[config.mk]
export PLATFORM = sky130hd
export DESIGN_NAME = radix_digit_converter_core
export DESIGN_NICKNAME = d
export VERILOG_FILES = /design/src/rtl/rdc_pkg.sv /design/src/rtl/radix_digit_converter_core.sv /design/src/rtl/rdc_ram.sv /design/src/rtl/rdc_ctrl.sv /design/src/rtl/rdc_datapath.sv
export VERILOG_INCLUDE_DIRS = /design/src /design/src/rtl
export SDC_FILE = /design/constraint.sdc
export NUM_CORES = 1
export LEC_CHECK = 0
export ABC_CLOCK_PERIOD_IN_PS = 7950
export BUFFER_PORTS_ARGS = -buffer_cell sky130_fd_sc_hd__buf_2
export CAP_MARGIN = 25
export CORE_MARGIN = 2
export CORE_UTILIZATION = 45
export CTS_CLUSTER_SIZE = 12
export DETAILED_ROUTE_END_ITERATION = 8
export SLEW_MARGIN = 0
export SYNTH_ARGS = -nofsm -noshare
export SYNTH_HDL_FRONTEND = slang
export SYNTH_SLANG_ARGS = --single-unit
[constraint.sdc]
create_clock -name i_clk -period 7.95 [get_ports i_clk]
set_clock_uncertainty 0.05 [all_clocks]
set_input_delay 0.795 -clock i_clk [delete_from_list [all_inputs] [get_ports i_clk]]
set_output_delay 0.795 -clock i_clk [all_outputs]
set_load 0.02 [all_outputs]
[src/rtl/radix_digit_converter_core_macros.svh]
// ----------------------------------------------------------------------------
// Assertion macros used by the converter datapath. Clock i_clk, reset i_rst_n.
// ----------------------------------------------------------------------------
`ifndef RADIX_DIGIT_CONVERTER_CORE_MACROS_SVH
`define RADIX_DIGIT_CONVERTER_CORE_MACROS_SVH

// same-cycle implication
`define RDC_ASSERT_NOW(label, ante, cons, msg) \
    label: assert property (@(posedge i_clk) disable iff (!i_rst_n) \
        (ante) |-> (cons)) else $error(msg);

// next-cycle implication
`define RDC_ASSERT_NEXT(label, ante, cons, msg) \
    label: assert property (@(posedge i_clk) disable iff (!i_rst_n) \
        (ante) |=> (cons)) else $error(msg);

`endif

[src/rtl/rdc_pkg.sv]
// ----------------------------------------------------------------------------
// rdc_pkg
// Types, constants and helpers of the radix digit converter.
// ----------------------------------------------------------------------------
`default_nettype none

package rdc_pkg;

    localparam int VALUE_BITS    = 32;
    // accumulator width, capped at 32 bits so no answer needs more than 32 digits
    localparam int ACC_W         = (VALUE_BITS > 32) ? 32 : VALUE_BITS;
    localparam int ACC_EXT_W     = ACC_W + 5;
    localparam int BASE_W        = 5;
    localparam int DIGIT_W       = 4;
    localparam int STORE_DEPTH   = 32;
    localparam int ADDR_W        = $clog2(STORE_DEPTH);
    localparam int CNT_W         = ADDR_W + 1;
    localparam int DIV_BITS_STEP = 4;
    localparam int DIV_STEPS     = (ACC_W + DIV_BITS_STEP - 1) / DIV_BITS_STEP;
    localparam int DIV_W         = DIV_STEPS * DIV_BITS_STEP;
    localparam int STEP_W        = $clog2(DIV_STEPS);

    localparam logic [7:0] ASCII_ZERO = 8'd48;
    localparam logic [7:0] ASCII_NINE = 8'h39;
    localparam logic [7:0] ASCII_A    = 8'h41;
    localparam logic [7:0] ASCII_F    = 8'h46;

    localparam logic [BASE_W-1:0] BASE_MIN = 5'd2;
    localparam logic [BASE_W-1:0] BASE_MAX = 5'd16;
    localparam logic [BASE_W-1:0] IN_BASE_RST  = 5'd10;
    localparam logic [BASE_W-1:0] OUT_BASE_RST = 5'd2;

    // register indexes
    localparam logic CFG_IN_BASE  = 1'b0;
    localparam logic CFG_OUT_BASE = 1'b1;

    typedef enum logic [1:0] {
        ST_OK       = 2'd0,
        ST_INVALID  = 2'd1,
        ST_OVERFLOW = 2'd2
    } t_status;

    typedef struct packed {
        logic [7:0] digit_char;
        logic       last_in;
    } t_in;

    typedef struct packed {
        logic [7:0] out_char;
        logic       last_out;
        t_status    status;
    } t_out;

    typedef enum logic [2:0] {
        S_IDLE,
        S_FINISH,
        S_DIV,
        S_EMIT_RD,
        S_EMIT_OUT
    } t_state;

    typedef struct packed {
        logic acc;       // accumulate the accepted digit
        logic err_out;   // send the error result and clear the number
        logic div_init;  // load the divider from the accumulator
        logic div_step;  // one divider step
        logic emit;      // send one stored digit
    } t_cmd;

    typedef struct packed {
        logic err_set;
        logic conv_done;
        logic cnt_one;
        logic out_free;
    } t_sts;

    // 16 flags a non-digit character
    function automatic logic [BASE_W-1:0] char_to_digit(input logic [7:0] c);
        logic [7:0] t;
        t = 8'd16;
        if (c >= ASCII_ZERO && c <= ASCII_NINE) begin
            t = c - ASCII_ZERO;
        end else if (c >= ASCII_A && c <= ASCII_F) begin
            t = c - ASCII_A + 8'd10;
        end
        return t[BASE_W-1:0];
    endfunction

    function automatic logic [7:0] digit_to_char(input logic [DIGIT_W-1:0] d);
        logic [7:0] t;
        if (d < 4'd10) begin
            t = ASCII_ZERO + 8'(d);
        end else begin
            t = ASCII_A + 8'(d) - 8'd10;
        end
        return t;
    endfunction

    function automatic logic [BASE_W-1:0] eff_base(input logic [BASE_W-1:0] b);
        logic [BASE_W-1:0] t;
        t = b;
        if (b < BASE_MIN) begin
            t = BASE_MIN;
        end else if (b > BASE_MAX) begin
            t = BASE_MAX;
        end
        return t;
    endfunction

endpackage

`default_nettype wire

[src/rtl/radix_digit_converter_core.sv]
// ----------------------------------------------------------------------------
// radix_digit_converter_core
// Converts an ASCII digit stream in one base into ASCII digits of another.
// ----------------------------------------------------------------------------
// Input channel (i_in_valid/o_in_ready, i_in): one ASCII digit per beat, most
// significant first, last_in on the least significant digit. Output channel
// (o_out_valid/i_out_ready, o_out): one ASCII digit per beat, most significant
// first, last_out on the final beat; an invalid digit or overflow gives one
// beat with out_char 0 and the error status instead.
// A digit without last_in is accumulated while the sequencer stays idle. After a
// last digit the sequencer passes S_FINISH, then divides once per output digit
// (the divider resolves 4 quotient bits a cycle over the 32-bit value), then
// sends each beat through S_EMIT_RD and S_EMIT_OUT, since each beat reads the
// digit store through its registered read port. The next number is taken once
// the final beat sits in the output register. Reset sets in_base to 10,
// out_base to 2 and drops any number in flight. When the receiver stalls, the
// output register holds its beat and the sequencer waits; no digit is lost.
// Bases are to be written on i_cfg_* while idle, not enforced by the block.
// ----------------------------------------------------------------------------
`default_nettype none

module radix_digit_converter_core (
    input  wire logic          i_clk,
    input  wire logic          i_rst_n,
    input  wire logic          i_in_valid,
    output logic               o_in_ready,
    input  wire rdc_pkg::t_in  i_in,
    output logic               o_out_valid,
    input  wire logic          i_out_ready,
    output rdc_pkg::t_out      o_out,
    input  wire logic          i_cfg_we,
    input  wire logic          i_cfg_index,
    input  wire logic [4:0]    i_cfg_data
);

    import rdc_pkg::*;

    t_cmd cmd;
    t_sts sts;

    rdc_ctrl u_ctrl (
        .i_clk      (i_clk),
        .i_rst_n    (i_rst_n),
        .i_in_valid (i_in_valid),
        .i_last_in  (i_in.last_in),
        .i_sts      (sts),
        .o_in_ready (o_in_ready),
        .o_cmd      (cmd)
    );

    rdc_datapath u_dp (
        .i_clk       (i_clk),
        .i_rst_n     (i_rst_n),
        .i_cmd       (cmd),
        .i_in        (i_in),
        .i_cfg_we    (i_cfg_we),
        .i_cfg_index (i_cfg_index),
        .i_cfg_data  (i_cfg_data),
        .i_out_ready (i_out_ready),
        .o_sts       (sts),
        .o_out_valid (o_out_valid),
        .o_out       (o_out)
    );

endmodule

`default_nettype wire

[src/rtl/rdc_ram.sv]
// ----------------------------------------------------------------------------
// rdc_ram
// Generic single-write, single-read RAM with registered read data.
// ----------------------------------------------------------------------------
`default_nettype none

module rdc_ram #(
    parameter int WIDTH = 4,
    parameter int DEPTH = 32
) (
    input  wire logic                     i_clk,
    input  wire logic                     i_we,
    input  wire logic [$clog2(DEPTH)-1:0] i_waddr,
    input  wire logic [WIDTH-1:0]         i_wdata,
    input  wire logic [$clog2(DEPTH)-1:0] i_raddr,
    output logic      [WIDTH-1:0]         o_rdata
);

    logic [WIDTH-1:0] r_mem [DEPTH];
    logic [WIDTH-1:0] r_rdata;

    always_ff @(posedge i_clk) begin
        if (i_we) begin
            r_mem[i_waddr] <= i_wdata;
        end
        r_rdata <= r_mem[i_raddr];
    end

    assign o_rdata = r_rdata;

endmodule

`default_nettype wire

[src/rtl/rdc_ctrl.sv]
// ----------------------------------------------------------------------------
// rdc_ctrl
// Sequencer: digit intake, conversion by repeated division, digit emit.
// ----------------------------------------------------------------------------
`default_nettype none

module rdc_ctrl (
    input  wire logic          i_clk,
    input  wire logic          i_rst_n,
    input  wire logic          i_in_valid,
    input  wire logic          i_last_in,
    input  wire rdc_pkg::t_sts i_sts,
    output logic               o_in_ready,
    output rdc_pkg::t_cmd      o_cmd
);

    import rdc_pkg::*;

    t_state r_state;
    t_state n_state;

    always_ff @(posedge i_clk) begin
        if (!i_rst_n) begin
            r_state <= S_IDLE;
        end else begin
            r_state <= n_state;
        end
    end

    always_comb begin
        n_state    = r_state;
        o_in_ready = 1'b0;
        o_cmd      = '0;
        case (r_state)
            S_IDLE: begin
                o_in_ready = 1'b1;
                if (i_in_valid) begin
                    o_cmd.acc = 1'b1;
                    if (i_last_in) begin
                        n_state = S_FINISH;
                    end
                end
            end
            S_FINISH: begin
                if (i_sts.err_set) begin
                    if (i_sts.out_free) begin
                        o_cmd.err_out = 1'b1;
                        n_state       = S_IDLE;
                    end
                end else begin
                    o_cmd.div_init = 1'b1;
                    n_state        = S_DIV;
                end
            end
            S_DIV: begin
                o_cmd.div_step = 1'b1;
                if (i_sts.conv_done) begin
                    n_state = S_EMIT_RD;
                end
            end
            S_EMIT_RD: begin
                n_state = S_EMIT_OUT;
            end
            S_EMIT_OUT: begin
                if (i_sts.out_free) begin
                    o_cmd.emit = 1'b1;
                    n_state    = i_sts.cnt_one ? S_IDLE : S_EMIT_RD;
                end
            end
            default: begin
                n_state = S_IDLE;
            end
        endcase
    end

endmodule

`default_nettype wire

[src/rtl/rdc_datapath.sv]
// ----------------------------------------------------------------------------
// rdc_datapath
// Base registers, accumulator, 4-bit-a-cycle divider, digit store, output beat.
// ----------------------------------------------------------------------------
`default_nettype none
`include "radix_digit_converter_core_macros.svh"

module rdc_datapath (
    input  wire logic                  i_clk,
    input  wire logic                  i_rst_n,
    input  wire rdc_pkg::t_cmd         i_cmd,
    input  wire rdc_pkg::t_in          i_in,
    input  wire logic                  i_cfg_we,
    input  wire logic                  i_cfg_index,
    input  wire logic [4:0]            i_cfg_data,
    input  wire logic                  i_out_ready,
    output rdc_pkg::t_sts              o_sts,
    output logic                       o_out_valid,
    output rdc_pkg::t_out              o_out
);

    import rdc_pkg::*;

    logic [BASE_W-1:0]     r_in_base;
    logic [BASE_W-1:0]     r_out_base;
    logic [ACC_W-1:0]      r_acc;
    t_status               r_err;
    logic [DIV_W-1:0]      r_quo;
    logic [DIGIT_W-1:0]    r_rem;
    logic [STEP_W-1:0]     r_step;
    logic [CNT_W-1:0]      r_cnt;
    logic                  r_out_valid;
    t_out                  r_out;

    logic [BASE_W-1:0]     base_in;
    logic [BASE_W-1:0]     base_out;
    logic [BASE_W-1:0]     digit;
    logic [ACC_EXT_W-1:0]  mul_sum;
    logic                  ovf;
    logic [DIV_W-1:0]      n_quo;
    logic [DIGIT_W-1:0]    n_rem;
    logic                  step_last;
    logic [CNT_W-1:0]      cnt_m1;
    logic [DIGIT_W-1:0]    ram_rdata;
    logic                  out_free;

    assign base_in  = eff_base(r_in_base);
    assign base_out = eff_base(r_out_base);
    assign digit    = char_to_digit(i_in.digit_char);
    assign mul_sum  = ACC_EXT_W'(r_acc) * ACC_EXT_W'(base_in) + ACC_EXT_W'(digit);
    assign ovf      = |mul_sum[ACC_EXT_W-1:ACC_W];

    // restoring division, four quotient bits a cycle; remainder stays below base
    always_comb begin
        logic [BASE_W-1:0]     t;
        logic [DIGIT_W-1:0]    rem;
        logic [DIV_W-1:0]      quo;
        rem = r_rem;
        quo = r_quo;
        for (int i = 0; i < DIV_BITS_STEP; i++) begin
            t = {rem, quo[DIV_W-1]};
            if (t >= base_out) begin
                t   = t - base_out;
                quo = {quo[DIV_W-2:0], 1'b1};
            end else begin
                quo = {quo[DIV_W-2:0], 1'b0};
            end
            rem = t[DIGIT_W-1:0];
        end
        n_quo = quo;
        n_rem = rem;
    end

    assign step_last = (r_step == STEP_W'(DIV_STEPS - 1));
    assign cnt_m1    = r_cnt - CNT_W'(1);
    assign out_free  = !r_out_valid || i_out_ready;

    always_ff @(posedge i_clk) begin
        if (!i_rst_n) begin
            r_in_base  <= IN_BASE_RST;
            r_out_base <= OUT_BASE_RST;
        end else if (i_cfg_we) begin
            if (i_cfg_index == CFG_IN_BASE) begin
                r_in_base <= i_cfg_data;
            end else begin
                r_out_base <= i_cfg_data;
            end
        end
    end

    always_ff @(posedge i_clk) begin
        if (!i_rst_n) begin
            r_acc <= '0;
            r_err <= ST_OK;
        end else if (i_cmd.acc) begin
            if (r_err == ST_OK) begin
                if (digit >= base_in) begin
                    r_err <= ST_INVALID;
                end else if (ovf) begin
                    r_err <= ST_OVERFLOW;
                end else begin
                    r_acc <= mul_sum[ACC_W-1:0];
                end
            end
        end else if (i_cmd.err_out || i_cmd.div_init) begin
            r_acc <= '0;
            r_err <= ST_OK;
        end
    end

    always_ff @(posedge i_clk) begin
        if (!i_rst_n) begin
            r_rem  <= '0;
            r_step <= '0;
            r_cnt  <= '0;
        end else if (i_cmd.div_init) begin
            r_rem  <= '0;
            r_step <= '0;
            r_cnt  <= '0;
        end else if (i_cmd.div_step) begin
            if (step_last) begin
                r_rem  <= '0;
                r_step <= '0;
                r_cnt  <= r_cnt + CNT_W'(1);
            end else begin
                r_rem  <= n_rem;
                r_step <= r_step + STEP_W'(1);
            end
        end else if (i_cmd.emit) begin
            r_cnt <= cnt_m1;
        end
    end

    always_ff @(posedge i_clk) begin
        if (i_cmd.div_init) begin
            r_quo <= DIV_W'(r_acc);
        end else if (i_cmd.div_step) begin
            r_quo <= n_quo;
        end
    end

    // digits land least significant first, read back from the top
    rdc_ram #(
        .WIDTH (DIGIT_W),
        .DEPTH (STORE_DEPTH)
    ) u_store (
        .i_clk   (i_clk),
        .i_we    (i_cmd.div_step && step_last),
        .i_waddr (r_cnt[ADDR_W-1:0]),
        .i_wdata (n_rem),
        .i_raddr (cnt_m1[ADDR_W-1:0]),
        .o_rdata (ram_rdata)
    );

    always_ff @(posedge i_clk) begin
        if (!i_rst_n) begin
            r_out_valid <= 1'b0;
        end else if (i_cmd.err_out || i_cmd.emit) begin
            r_out_valid <= 1'b1;
        end else if (i_out_ready) begin
            r_out_valid <= 1'b0;
        end
    end

    always_ff @(posedge i_clk) begin
        if (i_cmd.err_out) begin
            r_out.out_char <= '0;
            r_out.last_out <= 1'b1;
            r_out.status   <= r_err;
        end else if (i_cmd.emit) begin
            r_out.out_char <= digit_to_char(ram_rdata);
            r_out.last_out <= (r_cnt == CNT_W'(1));
            r_out.status   <= ST_OK;
        end
    end

    assign o_sts.err_set   = (r_err != ST_OK);
    assign o_sts.conv_done = step_last
                           && ((n_quo == '0) || (r_cnt == CNT_W'(STORE_DEPTH - 1)));
    assign o_sts.cnt_one   = (r_cnt == CNT_W'(1));
    assign o_sts.out_free  = out_free;
    assign o_out_valid     = r_out_valid;
    assign o_out           = r_out;

    `RDC_ASSERT_NOW(a_rem_below_base, 1'b1, ({1'b0, r_rem} < base_out),
                    "remainder not below base")
    `RDC_ASSERT_NOW(a_cnt_in_range, 1'b1, (r_cnt <= CNT_W'(STORE_DEPTH)),
                    "digit count too big")
    `RDC_ASSERT_NOW(a_err_beat, (r_out_valid && r_out.status != ST_OK),
                    (r_out.out_char == '0 && r_out.last_out), "bad error beat")
    `RDC_ASSERT_NEXT(a_acc_frozen, (r_err != ST_OK && !i_cmd.err_out && !i_cmd.div_init),
                     $stable(r_acc), "accumulator moved after error")

endmodule

`default_nettype wire
# After elaboration in Yosys (flattened, before gate mapping)
# Memory sizes are Yosys's and may differ from the RTL's. A register that Yosys moved wholly into a read port is not among the register bits.
# Index checks and enable logic that the tools add are counted.
[word_totals]
output_inout_bits = 13
reg_bits = 104
memories = 1
word_cells = 143
ram_bits = 128
input_bits = 20
[mem_list]
columns = ["memory", "depth", "word_bits", "read_ports", "rd_ports_with_merged_regs", "wr", "line", "rtl"]
rows = [
  ["u_dp.u_store.r_mem", 32, 4, 1, 1, 1, "rdc_ram.sv:19", "logic [WIDTH-1:0] r_mem [DEPTH];"],
]
[classes]
n_bitwise = 2
addsub = 14
n_reduce_logical = 26
n_eq_ne = 17
muxes = 55
n_mul = 1
magnitude_cmp = 14
[ops]
columns = ["op", "n"]
rows = [
  ["$mux W32", 7],
  ["$add A37 B5 Y37", 1],
  ["$mul A32 B5 Y37", 1],
  ["$logic_not A32 Y1", 1],
  ["$mux W5", 6],
  ["$ge A5 B5 Y1", 5],
  ["$mux W3", 7],
  ["$mux W4", 5],
  ["$mux W2", 9],
  ["$mux W6", 3],
  ["$mux W1", 16],
  ["$sub A4 B4 Y4", 4],
  ["$pmux W3 S5", 1],
  ["$ne A2 B2 Y1 const B", 6],
  ["$reduce_bool A2 Y1", 6],
  ["$gt A5 B5 Y1 const B", 2],
  ["$lt A5 B2 Y1 const B", 2],
  ["$add A7 B4 Y8 const A", 1],
  ["$ge A8 B6 Y1 const B", 1],
  ["$ge A8 B7 Y1 const B", 1],
  ["$le A8 B6 Y1 const B", 1],
  ["$le A8 B7 Y1 const B", 1],
  ["$mux W8", 1],
  ["$sub A8 B4 Y8 const B", 1],
  ["other kinds (28)", 40],
]

# Depth between registers and ports, before layout
[logic_depth]
word_depth = 16
ltp_mapped = 37
depth_no_buf = 35

# Hierarchy
# A second synthesis with hierarchy kept.
[hier_totals]
hier_cells = 1487
area_unflattened_um2 = 16430.8
[modules_own_cells]
columns = ["module", "cells_each", "n_inst", "area_per_inst_um2", "seq_area_each_um2"]
rows = [
  ["rdc_datapath", 1226, 1, 11028.1, 2342.2],
  ["rdc_ram", 231, 1, 5138.7, 3923.8],
  ["rdc_ctrl", 30, 1, 264.0, 60.1],
]

# Least setup slack after synthesis
# No wires, ideal clock.
[synth_timing]
path_kind = "register -> register"
startpoint = "register u_dp.r_out_base[2]"
endpoint = "memory u_dp.u_store.r_mem[0][3], data pin"
path_stages_with_launch = 34
t_required_ns = 7.495
synth_period_minus_slack_ns = 7.795
arrival_ns = 7.340
n_path_buf = 2
slack_ns = 0.155
setup_time_ns = 0.405
cell_sequence = "dfxtp_1 nor2_1 o21ai_0 ha_1 nor2b_1 o21ai_0 a31oi_1 o21a_1 or2_2 clkbuf_1 nor2_1 a21oi_1 ha_1 o21ai_0 a31oi_1 o21ai_0 nand2b_1 clkbuf_1 mux2_2 ha_1 o21ai_0 a31oi_1 o21ai_0 nand2_1 mux2_2 inv_1 ha_1 nor2b_1 o21ai_0 a31oi_1 o21ai_0 nor2b_1 nor2_1 a31oi_1"
[synth_between]
elab_chain_cells = 11
word_cells_on_any_way = 16
classes_between = "4 x add/sub; 6 x order compare; 6 x mux"
[synth_rtl]
columns = ["element", "line", "rtl"]
rows = [
  ["start, declared", "rdc_datapath.sv:25", "logic [BASE_W-1:0] r_out_base;"],
  ["start signal, assigned", "rdc_datapath.sv:86", "r_out_base <= i_cfg_data;"],
  ["$gt A5 B5 Y1", "rdc_pkg.sv:104", "end else if (b > BASE_MAX) begin"],
  ["$mux W5", "rdc_pkg.sv:104", ""],
  ["$mux W5 *", "rdc_pkg.sv:102", "if (b < BASE_MIN) begin"],
  ["$sub A4 B4 Y4 / $ge A5 B5 Y1 (equally long branches)", "rdc_datapath.sv:63, rdc_datapath.sv:62", ""],
  ["$mux W4", "rdc_datapath.sv:62", "if (t >= base_out) begin"],
  ["$sub A4 B4 Y4 / $ge A5 B5 Y1 (equally long branches)", "rdc_datapath.sv:63, rdc_datapath.sv:62", ""],
  ["$mux W4", "rdc_datapath.sv:62", ""],
  ["$sub A4 B4 Y4 / $ge A5 B5 Y1 (equally long branches)", "rdc_datapath.sv:63, rdc_datapath.sv:62", ""],
  ["$mux W4", "rdc_datapath.sv:62", ""],
  ["$sub A4 B4 Y4 / $ge A5 B5 Y1 (equally long branches)", "rdc_datapath.sv:63, rdc_datapath.sv:62", ""],
  ["$mux W4 *", "rdc_datapath.sv:62", ""],
  ["net u_dp.n_rem[3]", "rdc_datapath.sv:41", "logic [DIGIT_W-1:0] n_rem;"],
  ["end, declared", "rdc_ram.sv:19", ""],
]
# The timed path passes the listed nets; every way through them passes the cells marked *.

# Final worst setup path
[layout_timing]
startpoint = "register u_dp.r_out_base[4]"
endpoint = "register u_ctrl.r_state[1]"
[layout_between]
elab_chain_cells = 16
word_cells_on_any_way = 23
classes_between = "3 x add/sub; 6 x order compare; 1 x eq/ne; 9 x mux; 4 x reduce/logical"
[layout_rtl]
columns = ["element", "line", "rtl"]
rows = [
  ["$gt A5 B5 Y1", "rdc_pkg.sv:104", ""],
  ["$mux W5", "rdc_pkg.sv:104", ""],
  ["$mux W5 *", "rdc_pkg.sv:102", ""],
  ["$sub A4 B4 Y4 / $ge A5 B5 Y1 (equally long branches)", "rdc_datapath.sv:63, rdc_datapath.sv:62", ""],
  ["$mux W4", "rdc_datapath.sv:62", ""],
  ["$sub A4 B4 Y4 / $ge A5 B5 Y1 (equally long branches)", "rdc_datapath.sv:63, rdc_datapath.sv:62", ""],
  ["$mux W4", "rdc_datapath.sv:62", ""],
  ["$sub A4 B4 Y4 / $ge A5 B5 Y1 (equally long branches)", "rdc_datapath.sv:63, rdc_datapath.sv:62", ""],
  ["$mux W4", "rdc_datapath.sv:62", ""],
  ["$ge A5 B5 Y1", "rdc_datapath.sv:62", ""],
  ["$mux W1", "rdc_datapath.sv:62", ""],
  ["$logic_not A32 Y1 *", "rdc_datapath.sv:179", "&& ((n_quo == '0) || (r_cnt == CNT_W'(STORE_DEPTH - 1)));"],
  ["$logic_or A1 B1 Y1 *", "rdc_datapath.sv:179", ""],
  ["$logic_and A1 B1 Y1 *", "rdc_datapath.sv:179", ""],
  ["$ne A2 B2 Y1 (no source line) *", "-", ""],
  ["$reduce_and A5 Y1 (no source line) *", "-", ""],
  ["end signal, assigned", "rdc_ctrl.sv:26", "r_state <= n_state;"],
  ["end, declared", "rdc_ctrl.sv:19", "t_state r_state;"],
]
# Mark *: on every way between the ends. The rest lies on a longest branch, timed or not.
# A chain may end at the register's enable or synchronous reset.

==> results.json <==
{
  "ctsResizeCount": 0,
  "met2_usage": 0.367,
  "post_place_setup_slack_ps": 191,
  "share_clk_of_total_power": 0.196,
  "maximum_number_of_pins_on_one_net_before_global_route_repair": 65,
  "clkSinkCount": 235,
  "detail_route.wirelength_um": 39600,
  "setup.worst_path.end_class": "register",
  "synthesis.yosys.warnings": 0,
  "finish.utilization": 0.500,
  "worstRegToRegCells": 33,
  "result_of_the_run": "finished, violations left",
  "rr_endpoint": "u_ctrl.r_state[1]$_SDFFE_PN0P_",
  "post-dp-hpwl_um": 29600,
  "track_usage": 0.215,
  "detail_route.drc_violations": 4,
  "rows": 69,
  "crit_arrival_ps": 7820,
  "cell_count_along_the_critical_path": 33,
  "die_w_um": 194,
  "cts_inserted_buffers": 27,
  "layout_setup_ws_ps": 531,
  "gr-max-usage-layer": "met2",
  "startpoint_type": "register",
  "clkTransAtPathRegs_ps": 60,
  "io_buffer_count": 31,
  "initial_utilization": 0.457,
  "worst_path_dominant_cell_family": "compound AO/OA/AOI/OAI gates",
  "route.detailed.wl_per_inst_um": 19.5,
  "yosys_most_used_dff": "sky130_fd_sc_hd__edfxtp_1",
  "switching_share": 0.386,
  "setup-tns-final_ps": 0,
  "pwr-share-comb": 0.405,
  "r2r_setup_slack_ps": 530,
  "finalCritPeriodShare": 0.933,
  "synth.avg_cell_area_um2": 10.6,
  "grt_pass1_vias": 11900,
  "cp_slowest_stage_delay_ps": 610,
  "report.final.setup_viol": 0,
  "synth_cell_type_count": 78,
  "max-vdd-ir-drop_v": 0.000629,
  "die_area_um2": 37800,
  "initialDrtViolationCount": 656,
  "cts_root_buf": "sky130_fd_sc_hd__clkbuf_16",
  "syn-instance-count": 1538,
  "nets_final": 1773,
  "final_max_slew_viol_count": 0,
  "vias": 11400,
  "worst-path-max-fanout": 8,
  "grt_remaining_overflow": 0,
  "timing_hold_violations_final": 0,
  "synthesis.area_um2": 16300,
  "io_pins": 33,
  "clock_path_buffers": 3,
  "fmax_mhz": 135,
  "slew-limit-headroom": 0.413,
  "grt_setup_unrepaired": "false",
  "failed_checks": "design-rule violations",
  "synth_enable_flop_cells": 162,
  "internal-power_mw": 4.21,
  "worst-setup-path-type": "register to register",
  "post_cts.repair.setup_buffers": 0,
  "drt-vias-per-instance": 5.61,
  "worst_setup_path_startpoint": "u_dp.r_out_base[4]$_SDFFE_PN0P_",
  "pwr_density_cell_nw_per_um2": 385,
  "die-height_um": 194,
  "static-leakage-power_nw": 7.26,
  "maxCapViolations": 0,
  "async_set_or_reset_flop_fraction_in_the_synthesized_netlist": 0,
  "buffer_and_inverter_count_on_the_worst_path": 4,
  "critical-path-slowest-cell": "sky130_fd_sc_hd__or4b_2",
  "critPathCapture": "u_ctrl.r_state[1]$_SDFFE_PN0P_",
  "seq_area_frac_synth": 0.388,
  "layout_common_cells": "212 x sky130_fd_sc_hd__nand2_1, 162 x sky130_fd_sc_hd__edfxtp_1, 157 x sky130_fd_sc_hd__inv_1",
  "power_switching_mw": 2.64,
  "hold_ws_ps": 401,
  "use_met3": 0.0364,
  "r2r_start": "u_dp.r_out_base[4]$_SDFFE_PN0P_",
  "layout.cells.most_common": "sky130_fd_sc_hd__nand2_1",
  "number_of_antenna_violations_at_the_first_check_in_global_routing": 7,
  "global_route.usage.met1": 0.280,
  "drtPass1Iterations": 9,
  "seq_power_share": 0.399,
  "period_needed_ps": 7420,
  "fp.coreArea_um2": 35700,
  "synth-seq-cells": 235,
  "grt_first_pass_wirelength_um": 64200,
  "hold_class": "register to register",
  "crit_path_required_time_ps": 8350,
  "cts_hold_buf": 0,
  "final_antenna_net_count": 0,
  "finalWeightedCongestion": 0.872,
  "mappedNetlistNets": 1765,
  "synthToLayoutAreaGrowth_pct": 9.22,
  "clkLatencyLatePin_ps": 550,
  "final_layout_size_suffix_gt1_frac": 0.130,
  "tightestPinTransition_ps": 881,
  "cts-htree-levels": 1,
  "cts_tree": "built"
}
worst reg2reg max path, delay by kind of cell (launching register included):
family / cells / cell delay, ps
fa+ha+maj: 4 / 1130
mux: 2 / 760
flops: 1 / 330
simple gates: 8 / 1910
buf+inv: 4 / 450
compound gates: 15 / 2670
kinds of logic after synthesis:
kind of cell / Yosys count / synth area share
and+or+nand+nor: 496 / 0.140
other: 1 / 0.000230
DFF: 235 / 0.388
AOI/OAI and AO/OA: 269 / 0.118
adders and majority gates: 207 / 0.204
xor gates and xnor gates: 45 / 0.0242
muxes: 58 / 0.0670
buffers and inverters: 227 / 0.0588
power by group through the flow:
stage	sequential (mW)	combinational, mW	clock (mW)
finish	2.74	2.77	1.34
detailed placement	2.76	2.80	0
global route	2.76	3.12	1.41
CTS	2.74	2.79	1.37
floorplan	3.34	3.04	0
global placement	2.76	2.72	0
cell type report:
cell class              count  area, µm²
diodes                      1       2.50
clock buffers              44        865
clock inverters             6        103
fillers                  3316      17800
inverters                 158        593
multi-input cells        1076       9060
flip-flops and latches    235       6330
well taps                 461        577
repair buffers             48        283
registers in the layout (all words and copies together), names as in the netlist:
name and cells:
u_dp.u_store.r_mem 128, u_dp.r_acc 32, u_dp.r_quo 32, u_dp.o_out 10, u_dp.r_cnt 6, u_dp.r_in_base 5
u_dp.r_out_base 5, u_dp.r_rem 4, u_dp.u_store.o_rdata 4, u_ctrl.r_state 3, u_dp.r_step 3, u_dp.r_err 2
u_dp.o_out_valid 1
worst min-delay path by stage:
stage / from / endpoint / cells past startpoint
2_1_floorplan: u_dp.r_step[1]$_SDFFE_PP0P_ / u_dp.r_step[1]$_SDFFE_PP0P_ / 2
3_3_place_gp: u_dp.r_step[1]$_SDFFE_PP0P_ / u_dp.r_step[1]$_SDFFE_PP0P_ / 2
3_5_place_dp: u_dp.o_out[9]$_SDFFE_PP0P_ / u_dp.o_out[9]$_SDFFE_PP0P_ / 2
4_1_cts: u_dp.o_out[9]$_SDFFE_PP0P_ / u_dp.o_out[9]$_SDFFE_PP0P_ / 2
5_1_grt: i_cfg_data[3] / u_dp.r_in_base[3]$_SDFFE_PN1P_ / 3
6_report: u_dp.o_out[9]$_SDFFE_PP0P_ / u_dp.o_out[9]$_SDFFE_PP0P_ / 2
routing by layer:
metal | vias to the layer above | share of wire
li1 | 5386 | -
met1 | 5630 | 0.43
met2 | 295 | 0.48
met3 | 71 | 0.060
met4 | 2 | 0.030
met5 | - | 0.00033
through the flow:
step / std cells / cell area [µm²] / power [mW]
detailed placement: 1978 / 16800 / 5.56
global placement: 1978 / 16800 / 5.48
CTS: 2028 / 17800 / 6.90
finish: 2029 / 17800 / 6.85
floorplan: 1538 / 16300 / 6.37
global route: 2028 / 17800 / 7.29
cells in the mapped netlist, drive strengths merged, types with 2 or more instances:
library cell,instances,area share
a21boi,6,0.0028
a221oi,4,0.0025
nand3,26,0.0080
or3b,2,0.0011
nor4,11,0.0042
nor3b,3,0.0014
or3,7,0.0027
mux2i,8,0.0049
nand4,16,0.0078
clkbuf,47,0.011
a22oi,3,0.0014
o21bai,7,0.0032
fa,99,0.12
a21o,14,0.0064
o21a,11,0.0051
inv,158,0.036
nor2b,16,0.0061
a311oi,2,0.0011
nor3,16,0.0052
mux4,40,0.055
and3,5,0.0019
o21ai,71,0.022
buf,22,0.011
nand2b,9,0.0035
o31ai,2,0.00092
a31oi,12,0.0046
xnor2,26,0.014
a21oi,63,0.019
edfxtp,162,0.30
and2,37,0.014
o22ai,34,0.025
a211oi,10,0.0052
o311a,6,0.0038
nand2,212,0.049
dfxtp,73,0.090
or2,4,0.0015
mux2,10,0.0069
ha,108,0.083
o211ai,5,0.0023
o311ai,2,0.0011
xor2,19,0.010
nand3b,6,0.0028
a211o,2,0.0011
nor2,122,0.028
and4,3,0.0019
No activity file was read; power rests on OpenSTA's default activity.
